**src/rtl/core/dtyc_pkg.sv**
```systemverilog
// Package for the differential thrust yaw controller: register indexes, reset
// values, sequencer state and operand codes, control struct, yaw error function.
// No dependencies.
package dtyc_pkg;

  localparam logic [2:0] REG_RATE_GAIN     = 3'd0;
  localparam logic [2:0] REG_ANGLE_GAIN    = 3'd1;
  localparam logic [2:0] REG_RATE_SCALE    = 3'd2;
  localparam logic [2:0] REG_LEAK_FACTOR   = 3'd3;
  localparam logic [2:0] REG_DEAD_BAND     = 3'd4;
  localparam logic [2:0] REG_ACCEPT_MARGIN = 3'd5;

  localparam logic [15:0] RATE_GAIN_RST     = 16'd4096;
  localparam logic [15:0] ANGLE_GAIN_RST    = 16'd4096;
  localparam logic [15:0] RATE_SCALE_RST    = 16'd4096;
  localparam logic [13:0] LEAK_FACTOR_RST   = 14'd6554;
  localparam logic [13:0] DEAD_BAND_RST     = 14'd164;
  localparam logic [13:0] ACCEPT_MARGIN_RST = 14'd1638;

  // floor(n / 3) = (n * DIV3_RECIP) >> 17, exact for n below 2^17
  localparam logic signed [17:0] DIV3_RECIP = 18'sd43691;
  localparam logic signed [17:0] DIV3_OFFS  = 18'sd49155;
  localparam logic signed [17:0] DIV3_LIM   = 18'sd49155;

  typedef enum logic [3:0] {
    ST_IDLE,
    ST_RATE,
    ST_LEAK,
    ST_LEAKERR,
    ST_STEP,
    ST_SETPT,
    ST_ACCEPT,
    ST_AGAIN,
    ST_MIXL,
    ST_QUOT,
    ST_DIVL,
    ST_DIVR,
    ST_RIGHT,
    ST_DONE
  } dtyc_state_e;

  typedef enum logic [3:0] {
    OP_NONE,
    OP_RATE,
    OP_LEAK,
    OP_LEAKERR,
    OP_STEP,
    OP_RGAIN,
    OP_AGAIN,
    OP_DIVL,
    OP_DIVR
  } dtyc_op_e;

  typedef struct packed {
    logic     in_ready;
    dtyc_op_e op;
    logic     take_rate;
    logic     take_acc;
    logic     take_x;
    logic     take_accept;
    logic     take_drive;
    logic     take_quot;
    logic     take_left;
    logic     take_right;
    logic     load_out;
  } dtyc_ctrl_t;

  function automatic logic [16:0] yaw_err(input logic signed [15:0] a,
                                          input logic signed [15:0] b);
    logic signed [16:0] d;
    logic        [16:0] e1;
    logic signed [17:0] t;
    logic        [16:0] e2;
    d  = {a[15], a} - {b[15], b};
    e1 = d[16] ? 17'(-d) : 17'(d);
    t  = 18'sd32768 - $signed({1'b0, e1});
    e2 = t[17] ? 17'(-t) : 17'(t);
    return (e1 < e2) ? e1 : e2;
  endfunction

endpackage

```
**src/rtl/core/dtyc_in_if.sv**
```systemverilog
// Input tick channel of the yaw controller: valid, ready and the tick fields.
// No dependencies.
interface dtyc_in_if;
  logic               valid;
  logic               ready;
  logic        [15:0] time_step;
  logic               manual_enabled;
  logic               stick_new;
  logic signed [15:0] stick_yaw;
  logic signed [15:0] stick_throttle;
  logic               yaw_new;
  logic signed [15:0] yaw_measured;
  logic               rate_new;
  logic signed [15:0] rate_measured;

  modport source (
    output valid, time_step, manual_enabled, stick_new, stick_yaw, stick_throttle,
           yaw_new, yaw_measured, rate_new, rate_measured,
    input  ready
  );
  modport sink (
    input  valid, time_step, manual_enabled, stick_new, stick_yaw, stick_throttle,
           yaw_new, yaw_measured, rate_new, rate_measured,
    output ready
  );
endinterface

```
**src/rtl/core/dtyc_out_if.sv**
```systemverilog
// Thrust command channel of the yaw controller: valid, ready, left and right thrust.
// No dependencies.
interface dtyc_out_if;
  logic               valid;
  logic               ready;
  logic signed [15:0] left_thrust;
  logic signed [15:0] right_thrust;

  modport source (output valid, left_thrust, right_thrust, input ready);
  modport sink (input valid, left_thrust, right_thrust, output ready);
endinterface

```
**src/rtl/core/dtyc_cfg_if.sv**
```systemverilog
// Register write channel of the yaw controller: valid, ready, index and data.
// No dependencies.
interface dtyc_cfg_if;
  logic        valid;
  logic        ready;
  logic [2:0]  index;
  logic [15:0] data;

  modport source (output valid, index, data, input ready);
  modport sink (input valid, index, data, output ready);
endinterface

```
**src/rtl/core/dtyc_mul.sv**
```systemverilog
// Shared signed multiplier of the yaw controller, product registered.
// No dependencies.
module dtyc_mul (
  input  logic               clk_i,
  input  logic signed [31:0] a_i,
  input  logic signed [17:0] b_i,
  output logic signed [49:0] p_o
);

  logic signed [49:0] p_q;

  always_ff @(posedge clk_i) begin
    p_q <= a_i * b_i;
  end

  assign p_o = p_q;

endmodule

```
**src/rtl/core/dtyc_ctrl.sv**
```systemverilog
// Sequencer of the yaw controller: walks one tick through the multiplier steps.
// Depends on dtyc_pkg.
module dtyc_ctrl (
  input  logic                   clk_i,
  input  logic                   rst_ni,
  input  logic                   in_valid_i,
  input  logic                   enabled_i,
  input  logic                   stick_i,
  input  logic                   out_free_i,
  output dtyc_pkg::dtyc_ctrl_t   ctrl_o
);

  dtyc_pkg::dtyc_state_e state_q, state_d;

  always_ff @(posedge clk_i or negedge rst_ni) begin
    if (!rst_ni) begin
      state_q <= dtyc_pkg::ST_IDLE;
    end else begin
      state_q <= state_d;
    end
  end

  always_comb begin
    state_d = state_q;
    case (state_q)
      dtyc_pkg::ST_IDLE: begin
        if (in_valid_i) begin
          if (!enabled_i) begin
            state_d = dtyc_pkg::ST_DONE;
          end else if (stick_i) begin
            state_d = dtyc_pkg::ST_RATE;
          end
        end
      end
      dtyc_pkg::ST_RATE:    state_d = dtyc_pkg::ST_LEAK;
      dtyc_pkg::ST_LEAK:    state_d = dtyc_pkg::ST_LEAKERR;
      dtyc_pkg::ST_LEAKERR: state_d = dtyc_pkg::ST_STEP;
      dtyc_pkg::ST_STEP:    state_d = dtyc_pkg::ST_SETPT;
      dtyc_pkg::ST_SETPT:   state_d = dtyc_pkg::ST_ACCEPT;
      dtyc_pkg::ST_ACCEPT:  state_d = dtyc_pkg::ST_AGAIN;
      dtyc_pkg::ST_AGAIN:   state_d = dtyc_pkg::ST_MIXL;
      dtyc_pkg::ST_MIXL:    state_d = dtyc_pkg::ST_QUOT;
      dtyc_pkg::ST_QUOT:    state_d = dtyc_pkg::ST_DIVL;
      dtyc_pkg::ST_DIVL:    state_d = dtyc_pkg::ST_DIVR;
      dtyc_pkg::ST_DIVR:    state_d = dtyc_pkg::ST_RIGHT;
      dtyc_pkg::ST_RIGHT:   state_d = dtyc_pkg::ST_DONE;
      dtyc_pkg::ST_DONE: begin
        if (out_free_i) begin
          state_d = dtyc_pkg::ST_IDLE;
        end
      end
      default:              state_d = dtyc_pkg::ST_IDLE;
    endcase
  end

  always_comb begin
    ctrl_o    = '0;
    ctrl_o.op = dtyc_pkg::OP_NONE;
    case (state_q)
      dtyc_pkg::ST_IDLE:    ctrl_o.in_ready = 1'b1;
      dtyc_pkg::ST_RATE:    ctrl_o.op = dtyc_pkg::OP_RATE;
      dtyc_pkg::ST_LEAK: begin
        ctrl_o.take_rate = 1'b1;
        ctrl_o.op        = dtyc_pkg::OP_LEAK;
      end
      dtyc_pkg::ST_LEAKERR: ctrl_o.op = dtyc_pkg::OP_LEAKERR;
      dtyc_pkg::ST_STEP: begin
        ctrl_o.take_acc = 1'b1;
        ctrl_o.op       = dtyc_pkg::OP_STEP;
      end
      dtyc_pkg::ST_SETPT: begin
        ctrl_o.take_x = 1'b1;
        ctrl_o.op     = dtyc_pkg::OP_RGAIN;
      end
      dtyc_pkg::ST_ACCEPT:  ctrl_o.take_accept = 1'b1;
      dtyc_pkg::ST_AGAIN:   ctrl_o.op = dtyc_pkg::OP_AGAIN;
      dtyc_pkg::ST_MIXL:    ctrl_o.take_drive = 1'b1;
      dtyc_pkg::ST_QUOT:    ctrl_o.take_quot = 1'b1;
      dtyc_pkg::ST_DIVL:    ctrl_o.op = dtyc_pkg::OP_DIVL;
      dtyc_pkg::ST_DIVR: begin
        ctrl_o.take_left = 1'b1;
        ctrl_o.op        = dtyc_pkg::OP_DIVR;
      end
      dtyc_pkg::ST_RIGHT:   ctrl_o.take_right = 1'b1;
      dtyc_pkg::ST_DONE:    ctrl_o.load_out = out_free_i;
      default:              ctrl_o.in_ready = 1'b0;
    endcase
  end

endmodule

```
**src/rtl/core/differential_thrust_yaw_controller_core.sv**
```systemverilog
// Differential thrust yaw controller, top level: registers, datapath, output stage.
// Depends on dtyc_pkg, dtyc_in_if, dtyc_out_if, dtyc_cfg_if, dtyc_ctrl, dtyc_mul.
// Enabled tick with fresh stick: result registered after the twelve sequencer steps
// around eight shared multiplier operations and ST_DONE, which waits while the output
// is stalled; the next tick is taken after that. Disabled tick: zero thrust, through
// ST_DONE only. Tick without fresh stick: no result, input stays ready. Reset:
// registers to defaults, yaw state zero, no result pending.
module differential_thrust_yaw_controller_core (
  input  logic              clk_i,
  input  logic              rst_ni,
  dtyc_in_if.sink           in_i,
  dtyc_out_if.source        out_o,
  dtyc_cfg_if.sink          cfg_i
);

  dtyc_pkg::dtyc_ctrl_t ctrl;

  logic [15:0] rate_gain_q, angle_gain_q, rate_scale_q;
  logic [13:0] leak_q, dead_band_q, margin_q;

  logic signed [15:0] setpt_q, yaw_q, rate_q;
  logic               init_q;

  logic        [15:0] dt_q;
  logic signed [15:0] u_q, thr_q, rmeas_q;
  logic               rate_new_q;

  logic signed [51:0] acc_q;
  logic signed [19:0] xr_q;
  logic signed [35:0] drive_q;
  logic signed [17:0] ql_q, qr_q;
  logic signed [15:0] left_q, right_q;

  logic               out_valid_q;
  logic signed [15:0] out_left_q, out_right_q;

  logic signed [31:0] mul_a;
  logic signed [17:0] mul_b;
  logic signed [49:0] mul_p;

  logic               accept, out_free;

  function automatic logic signed [15:0] sat16(input logic signed [49:0] v);
    if (v > 50'sd32767) begin
      return 16'sh7fff;
    end else if (v < -50'sd32768) begin
      return 16'sh8000;
    end
    return v[15:0];
  endfunction

  function automatic logic signed [15:0] clamp_unit(input logic signed [17:0] v);
    if (v > 18'sd16384) begin
      return 16'sd16384;
    end else if (v < -18'sd16384) begin
      return -16'sd16384;
    end
    return v[15:0];
  endfunction

  function automatic logic signed [17:0] clamp_quot(input logic signed [39:0] w);
    logic signed [27:0] q;
    q = w[39:12];
    if (q > 28'(dtyc_pkg::DIV3_LIM)) begin
      return dtyc_pkg::DIV3_LIM;
    end else if (q < -28'(dtyc_pkg::DIV3_LIM)) begin
      return -dtyc_pkg::DIV3_LIM;
    end
    return q[17:0];
  endfunction

  assign out_free  = !out_valid_q || out_o.ready;
  assign accept    = in_i.valid && ctrl.in_ready;
  assign in_i.ready  = ctrl.in_ready;
  assign cfg_i.ready = 1'b1;

  dtyc_ctrl u_ctrl (
    .clk_i      (clk_i),
    .rst_ni     (rst_ni),
    .in_valid_i (in_i.valid),
    .enabled_i  (in_i.manual_enabled),
    .stick_i    (in_i.stick_new),
    .out_free_i (out_free),
    .ctrl_o     (ctrl)
  );

  dtyc_mul u_mul (
    .clk_i (clk_i),
    .a_i   (mul_a),
    .b_i   (mul_b),
    .p_o   (mul_p)
  );

  // operand select
  logic        [16:0] abs_u;
  logic signed [16:0] f_val, diff_sy, rerr;
  logic        [16:0] aerr_cur;
  logic signed [17:0] nl_sum, nr_sum;

  assign abs_u    = u_q[15] ? 17'(-{u_q[15], u_q}) : {1'b0, u_q};
  assign f_val    = (abs_u <= {3'b0, dead_band_q}) ? 17'sd0 : {u_q[15], u_q};
  assign diff_sy  = {setpt_q[15], setpt_q} - {yaw_q[15], yaw_q};
  assign rerr     = {u_q[15], u_q} - {rate_q[15], rate_q};
  assign aerr_cur = dtyc_pkg::yaw_err(setpt_q, yaw_q);
  assign nl_sum   = ql_q + dtyc_pkg::DIV3_OFFS;
  assign nr_sum   = qr_q + dtyc_pkg::DIV3_OFFS;

  always_comb begin
    mul_a = '0;
    mul_b = '0;
    case (ctrl.op)
      dtyc_pkg::OP_RATE: begin
        mul_a = {{16{rmeas_q[15]}}, rmeas_q};
        mul_b = {2'b0, rate_scale_q};
      end
      dtyc_pkg::OP_LEAK: begin
        mul_a = {16'b0, dt_q};
        mul_b = {4'b0, leak_q};
      end
      dtyc_pkg::OP_LEAKERR: begin
        mul_a = mul_p[31:0];
        mul_b = {diff_sy[16], diff_sy};
      end
      dtyc_pkg::OP_STEP: begin
        mul_a = {16'b0, dt_q};
        mul_b = {f_val[16], f_val};
      end
      dtyc_pkg::OP_RGAIN: begin
        mul_a = {16'b0, rate_gain_q};
        mul_b = {rerr[16], rerr};
      end
      dtyc_pkg::OP_AGAIN: begin
        mul_a = {16'b0, angle_gain_q};
        mul_b = u_q[15] ? -$signed({1'b0, aerr_cur}) : $signed({1'b0, aerr_cur});
      end
      dtyc_pkg::OP_DIVL: begin
        mul_a = {15'b0, nl_sum[16:0]};
        mul_b = dtyc_pkg::DIV3_RECIP;
      end
      dtyc_pkg::OP_DIVR: begin
        mul_a = {15'b0, nr_sum[16:0]};
        mul_b = dtyc_pkg::DIV3_RECIP;
      end
      default: begin
        mul_a = '0;
        mul_b = '0;
      end
    endcase
  end

  // step results
  logic signed [49:0] rate_rnd;
  logic signed [51:0] x_sum, x_rnd;
  logic signed [19:0] x_wrap;
  logic signed [15:0] x_sat;
  logic               x_ok;
  logic        [14:0] err_lim;
  logic signed [39:0] d40, d5, thr40, thrk, w_l, w_r;
  logic signed [17:0] res_div;

  assign rate_rnd = (mul_p + 50'sd512) >>> 10;
  assign x_sum    = acc_q + {mul_p[37:0], 14'b0};
  assign x_rnd    = x_sum + 52'sd536870912;

  always_comb begin
    if (xr_q > 20'sd16384) begin
      x_wrap = xr_q - 20'sd32768;
    end else if (xr_q < -20'sd16384) begin
      x_wrap = xr_q + 20'sd32768;
    end else begin
      x_wrap = xr_q;
    end
  end

  assign x_sat   = sat16({{30{x_wrap[19]}}, x_wrap});
  assign err_lim = 15'd16384 - {1'b0, margin_q};
  assign x_ok    = dtyc_pkg::yaw_err(x_sat, yaw_q) < {2'b0, err_lim};

  assign d40     = {{4{drive_q[35]}}, drive_q};
  assign d5      = (d40 <<< 2) + d40;
  assign thr40   = {{24{thr_q[15]}}, thr_q};
  assign thrk    = (thr40 <<< 13) + (thr40 <<< 12);
  assign w_l     = thrk + d5 + 40'sd6144;
  assign w_r     = thrk - d5 + 40'sd6144;
  assign res_div = $signed({1'b0, mul_p[33:17]}) - 18'sd16385;

  // configuration and yaw state
  always_ff @(posedge clk_i or negedge rst_ni) begin
    if (!rst_ni) begin
      rate_gain_q  <= dtyc_pkg::RATE_GAIN_RST;
      angle_gain_q <= dtyc_pkg::ANGLE_GAIN_RST;
      rate_scale_q <= dtyc_pkg::RATE_SCALE_RST;
      leak_q       <= dtyc_pkg::LEAK_FACTOR_RST;
      dead_band_q  <= dtyc_pkg::DEAD_BAND_RST;
      margin_q     <= dtyc_pkg::ACCEPT_MARGIN_RST;
      setpt_q      <= '0;
      yaw_q        <= '0;
      rate_q       <= '0;
      init_q       <= 1'b0;
      out_valid_q  <= 1'b0;
    end else begin
      if (cfg_i.valid) begin
        case (cfg_i.index)
          dtyc_pkg::REG_RATE_GAIN:     rate_gain_q  <= cfg_i.data;
          dtyc_pkg::REG_ANGLE_GAIN:    angle_gain_q <= cfg_i.data;
          dtyc_pkg::REG_RATE_SCALE:    rate_scale_q <= cfg_i.data;
          dtyc_pkg::REG_LEAK_FACTOR:   leak_q       <= cfg_i.data[13:0];
          dtyc_pkg::REG_DEAD_BAND:     dead_band_q  <= cfg_i.data[13:0];
          dtyc_pkg::REG_ACCEPT_MARGIN: margin_q     <= cfg_i.data[13:0];
          default: ;
        endcase
      end
      if (accept) begin
        if (!in_i.manual_enabled) begin
          init_q <= 1'b0;
        end else if (in_i.stick_new && in_i.yaw_new) begin
          yaw_q <= in_i.yaw_measured;
          if (!init_q) begin
            setpt_q <= in_i.yaw_measured;
            init_q  <= 1'b1;
          end
        end
      end
      if (ctrl.take_rate && rate_new_q) begin
        rate_q <= sat16(rate_rnd);
      end
      if (ctrl.take_accept && x_ok) begin
        setpt_q <= x_sat;
      end
      if (ctrl.load_out) begin
        out_valid_q <= 1'b1;
      end else if (out_o.ready) begin
        out_valid_q <= 1'b0;
      end
    end
  end

  // tick operands and working values
  always_ff @(posedge clk_i) begin
    if (accept) begin
      dt_q       <= in_i.time_step;
      u_q        <= in_i.stick_yaw;
      thr_q      <= in_i.stick_throttle;
      rmeas_q    <= in_i.rate_measured;
      rate_new_q <= in_i.rate_new;
      if (!in_i.manual_enabled) begin
        left_q  <= '0;
        right_q <= '0;
      end
    end
    if (ctrl.take_acc) begin
      acc_q <= {{6{setpt_q[15]}}, setpt_q, 30'b0} - {{2{mul_p[49]}}, mul_p};
    end
    if (ctrl.take_x) begin
      xr_q <= x_rnd[49:30];
    end
    if (ctrl.take_accept) begin
      acc_q <= {{2{mul_p[49]}}, mul_p};
    end
    if (ctrl.take_drive) begin
      drive_q <= acc_q[35:0] + mul_p[35:0];
    end
    if (ctrl.take_quot) begin
      ql_q <= clamp_quot(w_l);
      qr_q <= clamp_quot(w_r);
    end
    if (ctrl.take_left) begin
      left_q <= clamp_unit(res_div);
    end
    if (ctrl.take_right) begin
      right_q <= clamp_unit(res_div);
    end
    if (ctrl.load_out) begin
      out_left_q  <= left_q;
      out_right_q <= right_q;
    end
  end

  assign out_o.valid        = out_valid_q;
  assign out_o.left_thrust  = out_left_q;
  assign out_o.right_thrust = out_right_q;

endmodule

```
**src/flat_wrapper.sv**
```systemverilog
// flat-port wrapper written by rule: the top's interface ports become plain ports
module differential_thrust_yaw_controller_core_flat 
  (clk_i, rst_ni, in_i_valid, in_i_time_step, in_i_manual_enabled, in_i_stick_new, in_i_stick_yaw, in_i_stick_throttle, in_i_yaw_new, in_i_yaw_measured, in_i_rate_new, in_i_rate_measured, in_i_ready, out_o_valid, out_o_left_thrust, out_o_right_thrust, out_o_ready, cfg_i_valid, cfg_i_index, cfg_i_data, cfg_i_ready);
  dtyc_in_if in_i_i ();
  dtyc_out_if out_o_i ();
  dtyc_cfg_if cfg_i_i ();
  input  logic clk_i;
  input  logic rst_ni;
  input wire logic [$bits(in_i_i.valid)-1:0] in_i_valid;
  input wire logic [$bits(in_i_i.time_step)-1:0] in_i_time_step;
  input wire logic [$bits(in_i_i.manual_enabled)-1:0] in_i_manual_enabled;
  input wire logic [$bits(in_i_i.stick_new)-1:0] in_i_stick_new;
  input wire logic [$bits(in_i_i.stick_yaw)-1:0] in_i_stick_yaw;
  input wire logic [$bits(in_i_i.stick_throttle)-1:0] in_i_stick_throttle;
  input wire logic [$bits(in_i_i.yaw_new)-1:0] in_i_yaw_new;
  input wire logic [$bits(in_i_i.yaw_measured)-1:0] in_i_yaw_measured;
  input wire logic [$bits(in_i_i.rate_new)-1:0] in_i_rate_new;
  input wire logic [$bits(in_i_i.rate_measured)-1:0] in_i_rate_measured;
  output wire logic [$bits(in_i_i.ready)-1:0] in_i_ready;
  output wire logic [$bits(out_o_i.valid)-1:0] out_o_valid;
  output wire logic [$bits(out_o_i.left_thrust)-1:0] out_o_left_thrust;
  output wire logic [$bits(out_o_i.right_thrust)-1:0] out_o_right_thrust;
  input wire logic [$bits(out_o_i.ready)-1:0] out_o_ready;
  input wire logic [$bits(cfg_i_i.valid)-1:0] cfg_i_valid;
  input wire logic [$bits(cfg_i_i.index)-1:0] cfg_i_index;
  input wire logic [$bits(cfg_i_i.data)-1:0] cfg_i_data;
  output wire logic [$bits(cfg_i_i.ready)-1:0] cfg_i_ready;
  assign in_i_i.valid = in_i_valid;
  assign in_i_i.time_step = in_i_time_step;
  assign in_i_i.manual_enabled = in_i_manual_enabled;
  assign in_i_i.stick_new = in_i_stick_new;
  assign in_i_i.stick_yaw = in_i_stick_yaw;
  assign in_i_i.stick_throttle = in_i_stick_throttle;
  assign in_i_i.yaw_new = in_i_yaw_new;
  assign in_i_i.yaw_measured = in_i_yaw_measured;
  assign in_i_i.rate_new = in_i_rate_new;
  assign in_i_i.rate_measured = in_i_rate_measured;
  assign in_i_ready = in_i_i.ready;
  assign out_o_valid = out_o_i.valid;
  assign out_o_left_thrust = out_o_i.left_thrust;
  assign out_o_right_thrust = out_o_i.right_thrust;
  assign out_o_i.ready = out_o_ready;
  assign cfg_i_i.valid = cfg_i_valid;
  assign cfg_i_i.index = cfg_i_index;
  assign cfg_i_i.data = cfg_i_data;
  assign cfg_i_ready = cfg_i_i.ready;
  differential_thrust_yaw_controller_core u_core (.clk_i(clk_i), .rst_ni(rst_ni), .in_i(in_i_i), .out_o(out_o_i), .cfg_i(cfg_i_i));
endmodule
```
**config.mk**
```make
export PLATFORM = sky130hd
export DESIGN_NAME = differential_thrust_yaw_controller_core_flat
export DESIGN_NICKNAME = d
export VERILOG_FILES = /design/src/rtl/core/dtyc_pkg.sv /design/src/rtl/core/dtyc_in_if.sv /design/src/rtl/core/dtyc_out_if.sv /design/src/rtl/core/dtyc_cfg_if.sv /design/src/rtl/core/dtyc_mul.sv /design/src/rtl/core/dtyc_ctrl.sv /design/src/rtl/core/differential_thrust_yaw_controller_core.sv /design/src/flat_wrapper.sv
export SDC_FILE = /design/constraint.sdc
export NUM_CORES = 2
export LEC_CHECK = 0
export BUFFER_PORTS_ARGS = -buffer_cell sky130_fd_sc_hd__buf_2
export CORE_MARGIN = 4
export CORE_UTILIZATION = 50
export DETAILED_ROUTE_END_ITERATION = 12
export PLACE_DENSITY = 0.77
export SLEW_MARGIN = 30
export SYNTH_ARGS = -nofsm -noshare
export SYNTH_HDL_FRONTEND = slang
export SYNTH_SLANG_ARGS = --single-unit
export TNS_END_PERCENT = 1
```
**constraint.sdc**
```tcl
create_clock -name clk_i -period 15.9 [get_ports clk_i]
set_input_delay 2.385 -clock clk_i [delete_from_list [all_inputs] [get_ports clk_i]]
set_output_delay 2.385 -clock clk_i [all_outputs]
set_load 0.02 [all_outputs]
```
==> out/qor.csv <==
stage;metric;value;unit
synth;syn_nets;7550;
worst_setup_path;crit_path_start_kind;flip-flop;
worst_setup_path;crit_top_cell;o21a_1;
outcome;status;completed;
clock_network;clk_pin_slew;0.07;ns
synth;synthFlopType;edfxtp_1;
timing;rsz0062_at_grt;no;
timing;hold_violations;0;
timing;slew-limit-headroom;0.275;
layout;utilization;0.545;
route;drt_iter0_markers;4809;
synth;yosysWarnings;0;
synth;synth_seq_cells;463;
floorplan;rows;124;
placement;dp_worst_setup_slack;0.553;ns
synth;synth_compound_gate_area_share;0.140;
clock_network;clk_path_buf_depth;3;
clock_network;cts_tree;yes;
clock_network;worstSkewPairLatency;0.66;ns
global_route;grt_max_degree;74;
route;drt-wirelength-per-cell;23.3;um
worst_setup_path;cp-end-kind;flip-flop;
timing;fmax;0.0654;GHz
floorplan;pin_count;143;
route;vias;48600;
synth;synthAdderAreaFrac;0.310;
synth;syn_inst;6357;
synth;synth_edf_count;269;
layout;fin_nets;7664;
placement;port_buffers;141;
placement;dp_hpwl;149000;um
timing;finalCritPeriodShare;0.961;
synth;synth_area;0.0574;mm2
route;drc;0;
layout;stdcell_area;0.0623;mm2
synth;synth-seq-area-share;0.221;
timing;maxSlewViolCount;0;
timing;tns;0;ns
worst_setup_path;crit_fanout;9;
worst_setup_path;critPathArrivalTime;15.79;ns
route;drtPass1Iterations;5;
worst_setup_path;cp.required;16.41;ns
placement;dpl-instance-area;0.0603;mm2
layout;syn2layout_area_growth;8.52;%
route;ant_nets;0;
worst_setup_path;path_class;reg2reg;
placement;gpl.final_weighted_congestion;1.03;
layout;most-common-layout-cells;inv_1 (917), nand2_1 (583), fa_1 (561), nor2_1 (544), ha_1 (524);
floorplan;coreArea;0.114;mm2
global_route;grt_antenna_before_repair;11;
route;drt-total-wl;187000;um
clock_network;cts_root_buf;clkbuf_16;
floorplan;die_w;347;um
timing;worst_slack;0.620;ns
timing;post-route-min-period;15.28;ns
global_route;grtUsageTotal;0.305;
timing;finClkSkew;0.0577;ns
route;avgViaCountPerCell;6.06;
layout;final_common_cell;inv_1;
worst_setup_path;cpPeakStageDelay;0.59;ns
floorplan;start_util;0.503;
layout;n_fill_cell;10200;
timing;worst_pin_slew;1.09;ns
synth;yosys.area_share.simple;0.153;
synth;synth_mux_area_frac;0.0328;
synth;async_reset_ff_frac;0.311;
floorplan;die_y;347;um
synth;ys_types;119;
global_route;grt_overflow_total;0;
clock_network;cts.sinks;463;
clock_network;numCtsBuffers;53;
global_route;grt_pass1_vias;48900;
floorplan;die_area;0.120;mm2
layout;drive_gt1_frac;0.103;
min_path;min_path_type;reg2reg;
worst_setup_path;worst_path_max_delay_cell;or4b_4;
synth;avgSynthCellArea;9.03;um2
run;maxCapViolCount;0;
clock_network;htree_levels;2;
global_route;grt_pass1_wl;286000;um
clock_network;cts_hold_buf;0;
synth;synthXorXnorAreaFrac;0.0661;
timing;setup_viol_count_final;0;
synth;synth_top_family_by_area;adder cells;
## logic make-up (layout without fill, tap and decap cells)
group                      after synthesis  count (layout)
and+or+nand+nor                       1876            1876
muxes                                  168             168
other                                    1               7
xor gates and xnor gates               426             426
AOI/OAI and AO/OA                     1192            1192
DFF                                    463             463
adders and majority gates             1085            1085
buffers and inverters                 1146            1303
## worst paths after layout
check                           slack, ns         startpoint                           to  cells after the start
max in group asynchronous           12.95             rst_ni      u_core.rate_scale_q[15]                      2
worst max-delay path                 0.62  u_core.setpt_q[0]         u_core.u_mul.p_o[46]                     60
worst max register to register       0.62  u_core.setpt_q[0]         u_core.u_mul.p_o[46]                     60
worst min register to register       0.42   u_core.left_q[8]  u_core.out_o.left_thrust[8]                      0
worst min-delay path                 0.42   u_core.left_q[8]  u_core.out_o.left_thrust[8]                      0
min in group asynchronous            1.76             rst_ni       u_core.dead_band_q[13]                      1
## cells in the mapped netlist (all sizes together) (125+ instances only)
master	n	area (um2)
a21oi	304	1550
xnor2	289	2570
nand2	587	2220
o21ai	249	1250
inv	924	3470
ha	524	6560
dfrtp	125	3130
fa	561	11200
clkbuf	171	642
edfxtp	269	8080
xor2	136	1200
mux2	129	1460
nor2	548	2060
## flip-flops by register name, summed over array words and instances (netlist names), 17 cells and up
register,count
u_core.qr_q,17
u_core.xr_q,20
u_core.acc_q,50
u_core.ql_q,17
u_core.drive_q,36
u_core.u_mul.p_o,50
## what timing repair did
item / 4_1_cts / 5_1_grt
setup buffers: 0 / 2
endpoints found under the setup margin: 0 / 16
gates resized for setup: 0 / 20
## through the flow
step                instances  hold slack, ns
global placement         7922           0.403
global route             8026           0.431
detailed placement       7925           0.405
finish                   8032           0.419
floorplan                6357           0.400
CTS                      8023           0.419
## critical path: cells and delay by family, from the launching register on
kind	cells	cell delay [ns]
flip-flops	1	0.41
XOR/XNOR	2	0.29
AO/OA/AOI/OAI	25	5.93
adder cells (fa/ha/maj)	10	3.85
multiplexers	2	0.71
AND/OR/NAND/NOR	13	3.00
buffers and inverters	8	0.88
## metal layers
layer,share of wire,wire [um],track usage,vias up
met5,0.00015,29,0,-
met4,0.053,9990,0.139,4
met3,0.10,19500,0.0646,536
met2,0.45,83700,0.481,2477
met1,0.39,73900,0.404,23900
li1,-,-,-,21700
## final cells by class
class / instances / area [um2] / area share
inverters: 925 / 3470 / 0.0558
diodes: 6 / 15.0 / 0.000241
clock inverters: 34 / 439 / 0.00705
clock buffers: 64 / 1410 / 0.0226
repair buffers: 280 / 1780 / 0.0285
well taps: 1512 / 1890 / 0.0304
flip-flops and latches: 463 / 12700 / 0.204
multi-input cells: 4748 / 40600 / 0.651
Power is not shown: default switching activity piles up to over one toggle a cycle in this logic, so the estimate is an artifact.
